--- src/hdl/ofd_pkg.sv ---
// ----------------------------------------------------------------------------
// Odometry frame deframer package
// Frame layout constants, status codes and shared widths.
// ----------------------------------------------------------------------------
`timescale 1ns / 1ps

package ofd_pkg;

  localparam int unsigned ByteW       = 8;
  localparam int unsigned WordW       = 32;
  localparam int unsigned FrameLen    = 29;
  localparam int unsigned PayloadLen  = 24;
  localparam int unsigned PayloadFrst = 4;
  localparam int unsigned NumWords    = PayloadLen / 4;
  localparam int unsigned CountW      = $clog2(FrameLen);

  localparam logic [ByteW-1:0] HdrSync = 8'hAA;
  localparam logic [ByteW-1:0] HdrId   = 8'hF1;

  // Positions within a frame
  localparam logic [CountW-1:0] PosHdr0   = CountW'(0);
  localparam logic [CountW-1:0] PosHdr1   = CountW'(1);
  localparam logic [CountW-1:0] PosHdr2   = CountW'(2);
  localparam logic [CountW-1:0] PosHdr3   = CountW'(3);
  localparam logic [CountW-1:0] PosSum    = CountW'(FrameLen - 1);

  typedef enum logic [1:0] {
    StGood = 2'd0,
    StHdr  = 2'd1,
    StSum  = 2'd2
  } status_e;

  typedef logic [ByteW-1:0] byte_t;
  typedef logic [WordW-1:0] word_t;

endpackage

--- src/hdl/ofd_rx_if.sv ---
// ----------------------------------------------------------------------------
// Receive byte channel
// Valid/ready channel carrying one received serial byte per transaction.
// ----------------------------------------------------------------------------
`timescale 1ns / 1ps

interface ofd_rx_if;
  import ofd_pkg::*;

  logic  valid;
  logic  ready;
  byte_t rx_byte;

  modport source (output valid, output rx_byte, input ready);
  modport sink   (input valid, input rx_byte, output ready);
endinterface

--- src/hdl/ofd_res_if.sv ---
// ----------------------------------------------------------------------------
// Frame result channel
// Valid/ready channel carrying a frame status and six decoded payload words.
// ----------------------------------------------------------------------------
`timescale 1ns / 1ps

interface ofd_res_if;
  import ofd_pkg::*;

  logic       valid;
  logic       ready;
  logic [1:0] frame_status;
  word_t      vel_x_bits;
  word_t      vel_y_bits;
  word_t      turn_rate_bits;
  word_t      pos_x_bits;
  word_t      pos_y_bits;
  word_t      heading_bits;

  modport source (
    output valid, output frame_status, output vel_x_bits, output vel_y_bits,
    output turn_rate_bits, output pos_x_bits, output pos_y_bits,
    output heading_bits, input ready
  );
  modport sink (
    input valid, input frame_status, input vel_x_bits, input vel_y_bits,
    input turn_rate_bits, input pos_x_bits, input pos_y_bits,
    input heading_bits, output ready
  );
endinterface

--- src/hdl/odometry_frame_deframer_top.sv ---
// Result: registered; it appears on res_o in the cycle after the byte that
// closes it (the fourth byte on a header error, the checksum byte otherwise).
// Throughput: one byte per cycle; the next byte is taken while a result waits,
// except a closing byte, which waits until the result register is free.
// Reset: count, running sum and result valid clear and the header flag sets at
// once; the payload shift line is not reset.
// ----------------------------------------------------------------------------
// Odometry frame deframer
// Assembles 29-byte frames, checks header and additive checksum, and emits
// six little-endian 32-bit payload words per good frame.
// ----------------------------------------------------------------------------
`timescale 1ns / 1ps

module odometry_frame_deframer_top (
  input  logic clk_i,
  input  logic rst_ni,
  ofd_rx_if.sink    rx_i,
  ofd_res_if.source res_o
);
  import ofd_pkg::*;

  logic [CountW-1:0] count_q, count_d;
  byte_t             sum_q, sum_d;
  logic              hdr_ok_q, hdr_ok_d;
  byte_t             store_q [PayloadLen];

  logic              res_valid_q, res_valid_d;
  status_e           status_q, status_d;
  word_t             words_q [NumWords];
  word_t             words_d [NumWords];
  word_t             frame_words [NumWords];

  logic              accept;
  logic              closing;
  logic              is_payload;
  logic              hdr_fail;

  // A closing byte is known from state alone, so ready never looks at the data
  assign closing     = (count_q == PosSum) || ((count_q == PosHdr3) && !hdr_ok_q);
  assign rx_i.ready  = !res_valid_q || res_o.ready || !closing;
  assign accept      = rx_i.valid && rx_i.ready;
  assign is_payload  = (count_q > PosHdr3) && (count_q != PosSum);
  assign hdr_fail    = (count_q == PosHdr3) && !hdr_ok_q;

  always_comb begin
    for (int k = 0; k < NumWords; k++) begin
      frame_words[k] = {store_q[4*k+3], store_q[4*k+2], store_q[4*k+1], store_q[4*k]};
    end
  end

  always_comb begin
    count_d     = count_q;
    sum_d       = sum_q;
    hdr_ok_d    = hdr_ok_q;
    res_valid_d = res_valid_q && !res_o.ready;
    status_d    = status_q;
    words_d     = words_q;
    if (accept) begin
      if (count_q == PosSum) begin
        res_valid_d = 1'b1;
        count_d     = '0;
        sum_d       = '0;
        hdr_ok_d    = 1'b1;
        if (rx_i.rx_byte == sum_q) begin
          status_d = StGood;
          words_d  = frame_words;
        end else begin
          status_d = StSum;
          for (int k = 0; k < NumWords; k++) words_d[k] = '0;
        end
      end else if (hdr_fail) begin
        res_valid_d = 1'b1;
        count_d     = '0;
        sum_d       = '0;
        hdr_ok_d    = 1'b1;
        status_d    = StHdr;
        for (int k = 0; k < NumWords; k++) words_d[k] = '0;
      end else begin
        count_d = count_q + CountW'(1);
        sum_d   = sum_q + rx_i.rx_byte;
        case (count_q)
          PosHdr0, PosHdr1: begin
            if (rx_i.rx_byte != HdrSync) hdr_ok_d = 1'b0;
          end
          PosHdr2: begin
            if (rx_i.rx_byte != HdrId) hdr_ok_d = 1'b0;
          end
          default: begin
          end
        endcase
      end
    end
  end

  always_ff @(posedge clk_i or negedge rst_ni) begin
    if (!rst_ni) begin
      count_q     <= '0;
      sum_q       <= '0;
      hdr_ok_q    <= 1'b1;
      res_valid_q <= 1'b0;
    end else begin
      count_q     <= count_d;
      sum_q       <= sum_d;
      hdr_ok_q    <= hdr_ok_d;
      res_valid_q <= res_valid_d;
    end
  end

  // Payload bytes shift in at the top; after 24 of them byte 4 sits at entry 0
  always_ff @(posedge clk_i) begin
    if (accept && is_payload) begin
      for (int i = 0; i < PayloadLen - 1; i++) store_q[i] <= store_q[i+1];
      store_q[PayloadLen-1] <= rx_i.rx_byte;
    end
  end

  always_ff @(posedge clk_i) begin
    status_q <= status_d;
    words_q  <= words_d;
  end

  assign res_o.valid          = res_valid_q;
  assign res_o.frame_status   = status_q;
  assign res_o.vel_x_bits     = words_q[0];
  assign res_o.vel_y_bits     = words_q[1];
  assign res_o.turn_rate_bits = words_q[2];
  assign res_o.pos_x_bits     = words_q[3];
  assign res_o.pos_y_bits     = words_q[4];
  assign res_o.heading_bits   = words_q[5];

`ifndef SYNTHESIS
  a_count_range: assert property (@(posedge clk_i) disable iff (!rst_ni)
    count_q <= PosSum)
    else $error("frame byte count beyond checksum position");

  a_err_zero: assert property (@(posedge clk_i) disable iff (!rst_ni)
    (res_valid_q && (status_q != StGood)) |->
      (words_q[0] == '0 && words_q[1] == '0 && words_q[2] == '0 &&
       words_q[3] == '0 && words_q[4] == '0 && words_q[5] == '0))
    else $error("error result carries nonzero payload");

  a_close_result: assert property (@(posedge clk_i) disable iff (!rst_ni)
    (accept && closing) |=> (res_valid_q && count_q == '0 && sum_q == '0 && hdr_ok_q))
    else $error("closing byte did not produce a result and restart the frame");

  a_hdr_status: assert property (@(posedge clk_i) disable iff (!rst_ni)
    (accept && hdr_fail) |=> (status_q == StHdr))
    else $error("header failure not reported");

  a_no_overrun: assert property (@(posedge clk_i) disable iff (!rst_ni)
    (res_valid_q && !res_o.ready && closing) |-> !rx_i.ready)
    else $error("closing byte taken while result register is occupied");
`endif

endmodule

--- src/flat_wrapper.sv ---
// flat-port wrapper written by rule: the top's interface ports become plain ports
module odometry_frame_deframer_top_flat import ofd_pkg::*;
  (clk_i, rst_ni, rx_i_valid, rx_i_rx_byte, rx_i_ready, res_o_valid, res_o_frame_status, res_o_vel_x_bits, res_o_vel_y_bits, res_o_turn_rate_bits, res_o_pos_x_bits, res_o_pos_y_bits, res_o_heading_bits, res_o_ready);
  ofd_rx_if rx_i_i ();
  ofd_res_if res_o_i ();
  input  logic clk_i;
  input  logic rst_ni;
  input wire logic [$bits(rx_i_i.valid)-1:0] rx_i_valid;
  input wire logic [$bits(rx_i_i.rx_byte)-1:0] rx_i_rx_byte;
  output wire logic [$bits(rx_i_i.ready)-1:0] rx_i_ready;
  output wire logic [$bits(res_o_i.valid)-1:0] res_o_valid;
  output wire logic [$bits(res_o_i.frame_status)-1:0] res_o_frame_status;
  output wire logic [$bits(res_o_i.vel_x_bits)-1:0] res_o_vel_x_bits;
  output wire logic [$bits(res_o_i.vel_y_bits)-1:0] res_o_vel_y_bits;
  output wire logic [$bits(res_o_i.turn_rate_bits)-1:0] res_o_turn_rate_bits;
  output wire logic [$bits(res_o_i.pos_x_bits)-1:0] res_o_pos_x_bits;
  output wire logic [$bits(res_o_i.pos_y_bits)-1:0] res_o_pos_y_bits;
  output wire logic [$bits(res_o_i.heading_bits)-1:0] res_o_heading_bits;
  input wire logic [$bits(res_o_i.ready)-1:0] res_o_ready;
  assign rx_i_i.valid = rx_i_valid;
  assign rx_i_i.rx_byte = rx_i_rx_byte;
  assign rx_i_ready = rx_i_i.ready;
  assign res_o_valid = res_o_i.valid;
  assign res_o_frame_status = res_o_i.frame_status;
  assign res_o_vel_x_bits = res_o_i.vel_x_bits;
  assign res_o_vel_y_bits = res_o_i.vel_y_bits;
  assign res_o_turn_rate_bits = res_o_i.turn_rate_bits;
  assign res_o_pos_x_bits = res_o_i.pos_x_bits;
  assign res_o_pos_y_bits = res_o_i.pos_y_bits;
  assign res_o_heading_bits = res_o_i.heading_bits;
  assign res_o_i.ready = res_o_ready;
  odometry_frame_deframer_top u_core (.clk_i(clk_i), .rst_ni(rst_ni), .rx_i(rx_i_i), .res_o(res_o_i));
endmodule
--- config.mk ---
export PLATFORM = sky130hd
export DESIGN_NAME = odometry_frame_deframer_top_flat
export DESIGN_NICKNAME = d
export VERILOG_FILES = /design/src/hdl/ofd_pkg.sv /design/src/hdl/ofd_rx_if.sv /design/src/hdl/ofd_res_if.sv /design/src/hdl/odometry_frame_deframer_top.sv /design/src/flat_wrapper.sv
export SDC_FILE = /design/constraint.sdc
export NUM_CORES = 1
export LEC_CHECK = 0
export ABC_AREA = 1
export BUFFER_PORTS_ARGS = -buffer_cell sky130_fd_sc_hd__buf_2
export CELL_PAD_IN_SITES_DETAIL_PLACEMENT = 1
export CELL_PAD_IN_SITES_GLOBAL_PLACEMENT = 2
export CORE_UTILIZATION = 44
export CTS_CLUSTER_DIAMETER = 200
export DETAILED_ROUTE_END_ITERATION = 8
export PLACE_DENSITY_LB_ADDON = 0.1
export SLEW_MARGIN = 15
export SYNTH_ARGS = -nofsm -noshare
export SYNTH_HDL_FRONTEND = slang
export SYNTH_SLANG_ARGS = --single-unit
--- constraint.sdc ---
create_clock -name clk_i -period 28.8 [get_ports clk_i]
set_input_delay 4.32 -clock clk_i [delete_from_list [all_inputs] [get_ports clk_i]]
set_output_delay 4.32 -clock clk_i [all_outputs]
set_load 0.02 [all_outputs]
Word-level counts from Yosys, hierarchy flattened --
Memory sizes are Yosys's and may differ from the RTL's. Index checks and enable logic that the tools add are counted.
Storage, ports and cells: register bits after elaboration 209, latch bits 0, RAM bits 192, memory bits (read-only) 0, input bits 12, logic and storage cells 63, memories kept 1
Memory list:
- u_core.store_q | depth 24, width 8, rd ports 24, clocked after memory_dff 0, write ports 24, line odometry_frame_deframer_top.sv:25 | byte_t store_q [PayloadLen];
Operators by class: add/subtract/negate cells 2, multipliers 0, div/mod/pow operators 0, order comparisons 1, equality and inequality tests 10, shifts and indexed selects 0, multiplexer cells 20, bitwise logic cells 0, reductions and logical operators 18
Operators by type and width (count):
- $mux 192 | 3
- $mux 8 | 2
- $ne 8x8->1 const B | 2
- $eq 5x2->1 const B | 2
- $mux 5 | 2
- $mux 1 | 9
- $add 8x8->8 | 1
- $eq 8x8->1 | 1
- $ne 4x1->1 const B | 2
- $mux 2 | 3
- $add 5x1->5 const B | 1
- $eq 5x1->1 const B | 1
- $eq 5x5->1 const B | 1
- $gt 5x2->1 const B | 1
- $logic_and 1x1->1 | 5
- $logic_not 5->1 | 1
- $ne 5x5->1 const B | 1
- $logic_not 1->1 | 4
- $reduce_and 4->1 | 1
- $reduce_bool 4->1 | 1
- $logic_or 1x1->1 | 3
- $pmux 1 s2 | 1
- $reduce_and 2->1 | 1
- $reduce_bool 2->1 | 1
- $reduce_or 2->1 | 1

Depth between registers and ports, before layout --
depth after elaboration 9, mapped depth 10, mapped depth without buffers 10

Worst setup path after synthesis --
OpenSTA, ideal clock, no wires.
kind input to register, from input port res_o_ready, to memory u_core.store_q[0][0] (netlist name), enable pin, library setup time 0.981 ns, arrival time 17.749 ns, setup slack 10.070 ns, cell stages on the path 5, cell sequence nor2_1 nand2_1 nand2_1 buf_2 nor3_1
RTL lines:
- start, declared | line flat_wrapper.sv:19 | input wire logic [$bits(res_o_i.ready)-1:0] res_o_ready;
- end, declared | line odometry_frame_deframer_top.sv:25

Worst setup path in the final report --
from input port res_o_ready, to output port rx_i_ready
On the way: word-level cells in the longest chain between the ends 2
Ends and longest elaborated chain:
- $logic_or 1x1->1 (2 in a row) | line odometry_frame_deframer_top.sv:40 | assign rx_i.ready = !res_valid_q || res_o.ready || !closing;
- end, declared | line flat_wrapper.sv:10 | output wire logic [$bits(rx_i_i.ready)-1:0] rx_i_ready;
No other way between the ends.

==> results.md <==
- After legalization and detailed placement, the total HPWL measured 17200 um.
- In this run, placement finished with an instance count of between 1500 and 2000.
- The number of antenna diodes in the final layout is 0.
- TritonCTS built the clock tree.
- The clock edge transition at the registers on the reported setup and hold paths is approximately 0.06 ns.
- The cell leakage power is 7.39 nW.
- At the pin with the least slew margin, the transition time is 1.05 ns.
- The clock drives 401 sinks.
- The detailed-route vias per instance is 4.47.
- The critical path class is in -> out.
- In this run, post-CTS repair resized a total of 0 instances.
- For the finished layout, the period the worst path requires is 9.13 ns.
- The starting density of the core is 45.1%.
- The number of buffers between clock root and the deepest sink is 3.
- For the worst setup path, the data required time is 24.48 ns.
- Data arrives at the worst endpoint at 4.81 ns.
- The clock insertion delay at the later pin of the skew report is 0.53 ns.
- Global routing used 16.1% of the available tracks across all layers.
- VDD sags by at most 0.0000572 V.
- The final routed DRC violation total is 0.
- Setup repair after global routing left no endpoint under its margin.
- The type of destination of the critical path is an output port.
- Setup total negative slack on the finished layout was measured at 0 ns.
- The share of synthesized registers carrying an async set or reset is 3.74%.
- The final layout contains routed wiring with a total length of between 20000 and 30000 um.
- The number of synthesized register bits is 401.
- The worst reg-to-reg setup slack is between 20 and 25 ns.
- Of the total synthesized cell area, the portion taken by full adders, half adders and majority gates is 1.03%.
- The endpoint identified for the worst register-to-register timing path is u_core.store_q[1][18].
- The distinct cell type count of the synthesized netlist is 28.
- Static timing analysis puts the maximum clock frequency at 110 MHz.
- In the layout the commonest cells are 386 x sky130_fd_sc_hd__edfxtp_1, 210 x sky130_fd_sc_hd__inv_1, 207 x sky130_fd_sc_hd__buf_2.
- The max-cap violation count is 0.
- Excluding fillers, the count of instances in the completed layout stands at 1673.
- The most critical setup path has its startpoint at res_o_ready.
- The first detailed-routing pass took 5 iterations.
- The kind of start point of the critical path is an input port.
- The H-tree was split into 2 levels.
- In this run the most critical hold path is launched from u_core.store_q[1][49].
- The total power of the final layout is 1.64 mW.
- The number of cell instances on the worst register-to-register path is 9.
- The number of warnings printed during yosys synthesis is 0.
- The horizontal extent of the die is 188 um.
- The wire length of the first global-routing pass is 43700 um.
- The maximum number of pins on one net before global-route repair is 117.
- The full die area is between 30000 and 40000 um2.
- The sequential element share of the synthesized area is just under 80%.
- For this block, the initial DRC count from the detailed router was 420.
- The average instance area after synthesis is 15.9 um2.
- about 210 I/O pins were placed.
- The ratio of final minimum period to clock period is roughly a third.
- The final cell utilization of the core is 53.0%.
- The net count of the mapped netlist is 985.
- The most common library cell in the layout ignoring fill and taps is sky130_fd_sc_hd__edfxtp_1.
- The run finished with clean final reports.
- The endpoint of the worst setup timing path is rx_i_ready.
- The synthesized netlist devotes 0.419% of its cell area to compound gates.
- The area share of xor/xnor cells in the synthesized design is 0.287%.
- The most used flip-flop cell after synthesis is sky130_fd_sc_hd__edfxtp_1.
- The worst pin sits at a relative slew slack of 30.2%.
- Synthesis produced a netlist whose cell count is 961.
- The total power per unit cell area is 91.3 nW/um2.
- The share of post-route cells with drive strength above 1 is between 30 and 40%.
- In this run the worst path has a maximum fanout of 2.
- The worst hold path belongs to the class reg -> reg.
- The post-synthesis instance area is about 15000 um2.
- The source of the worst register-to-register timing path is u_core.count_q[0].
- The initialized floorplan defines 67 standard-cell rows.
- The total via count in the routed design is around 7500.
- The die is 188 um tall.
- The number of nets in the finished design is 1219.
- The post-cts hold buffer count is 0.
- The initial antenna violation count is 0.
- The synthesized netlist devotes 12.6% of its cell area to simple gates.
- The area growth from synthesis to layout is 17.6%.
- Global routing finished with a remaining overflow of 0.
- Setup violations remaining at the end of the flow were counted as 0.
- The combinational family with the most area after synthesis is simple AND/OR/NAND/NOR gates.
- The congestion estimate from routability-driven global placement came to 0.722.
- The count of nets left with antenna violations once routing finished came out at 0.
- The multiplexer share of the synthesized area is 0%.
- Across the routed clock network, the largest skew measured is 0.0142 ns.
- In this run the post-CTS setup repair buffer count came out at 0.
- After detailed routing, the average wire length per cell comes to 16.7 um.
- The clock root buffer is sky130_fd_sc_hd__clkbuf_16.
- Yosys mapped a number of flops with a built-in enable equal to about 390.
- The max-slew violation count came to 0.
- In this run the standard cell core region covers 33800 um2.
- The number of hold-slack violations in the final timing report is 0.
- The number of port buffers is 207.
- The number of fillers in the final layout is 3347.
- The number of global-route vias before repair was 7850.
- The number of clock buffers added by TritonCTS is 43.
[logic make-up after synthesis]
family / Yosys count
AOI/OAI and AO/OA: 12
buffers and inverters: 234
and+or+nand+nor: 297
adders and majority gates: 12
DFF: 401
xor gates and xnor gates: 5
[routing by layer]
metal  up-vias  track usage, %  part of all wire [%]
met4         0            4.47                   1.8
met2       181            25.2                    47
met3        40            5.13                   7.6
met5         -               0                     0
li1       3602               -                     -
met1      3661            21.5                    44
[stage by stage]
step / area, um2 / setup WS [ns] / hold slack, ns
4_1_cts: 17900 / 19.67 / 0.444
3_3_place_gp: 16600 / 19.68 / 0.428
5_1_grt: 17900 / 19.65 / 0.449
2_1_floorplan: 15200 / 10.07 / 0.426
3_5_place_dp: 16600 / 19.68 / 0.434
6_report: 17900 / 19.67 / 0.441
[area by class of cell]
type	count	area [um2]	share of cell area, %
Timing Repair Buffer	212	1090	6.06
Tap cell	448	561	3.13
Clock inverter	22	143	0.796
Clock buffer	53	1160	6.45
Sequential cell	401	12000	66.8
Inverter	211	800	4.46
Multi-Input combinational cell	326	2210	12.3
[critical path, cell delays in order]
cell,delay [ns]
sky130_fd_sc_hd__buf_2,0.10
sky130_fd_sc_hd__nor2_1,0.13
sky130_fd_sc_hd__nand2_1,0.08
sky130_fd_sc_hd__buf_2,0.17
[report_power, final]
group	switching [mW]	leakage [nW]	internal, mW	total (mW)
Combinational	0.183	2.85	0.0526	0.235
Clock	0.216	0.637	0.294	0.510
Sequential	0.0656	3.90	0.826	0.892
Total	0.464	7.39	1.17	1.64
[worst min path at each step]
| stage | endpoint | slack, ns | cells after the start |
|---|---|---|---|
| after global routing | u_core.store_q[2][5] | 0.45 | 0 |
| after detailed placement | u_core.store_q[0][61] | 0.43 | 0 |
| final | u_core.store_q[1][41] | 0.44 | 0 |
| after global placement | u_core.store_q[1][31] | 0.43 | 0 |
| after CTS | u_core.store_q[2][5] | 0.44 | 0 |
| after floorplan | u_core.store_q[0][0] | 0.43 | 0 |
[cell usage after synthesis (2+ instances only)]
cell,instances,area [um2]
sky130_fd_sc_hd__edfxtp_1,386,11600
sky130_fd_sc_hd__inv_1,211,792
sky130_fd_sc_hd__nor2_1,115,432
sky130_fd_sc_hd__nor2_4,100,1130
sky130_fd_sc_hd__nand2_1,57,214
sky130_fd_sc_hd__nand3_1,15,75.1
sky130_fd_sc_hd__dfrtp_1,14,350
sky130_fd_sc_hd__ha_1,11,138
sky130_fd_sc_hd__buf_12,10,200
sky130_fd_sc_hd__buf_2,8,40.0
sky130_fd_sc_hd__o21ai_0,7,35.0
sky130_fd_sc_hd__xor2_1,4,35.0
sky130_fd_sc_hd__a21oi_1,3,15.0
sky130_fd_sc_hd__buf_6,3,33.8
sky130_fd_sc_hd__nand4_1,3,18.8
sky130_fd_sc_hd__nor3_1,2,10.0
[flip-flops by register name (all words and copies together) (netlist names)]
name,flops
u_core.res_o.heading_bits,32
u_core.count_q,5
u_core.res_o.turn_rate_bits,32
u_core.sum_q,8
u_core.res_o.valid,1
u_core.res_o.pos_y_bits,32
u_core.res_o.frame_status,2
u_core.res_o.vel_y_bits,32
u_core.store_q,192
u_core.res_o.pos_x_bits,32
u_core.res_o.vel_x_bits,32
u_core.hdr_ok_q,1
No activity file was read; power rests on OpenSTA's default activity.
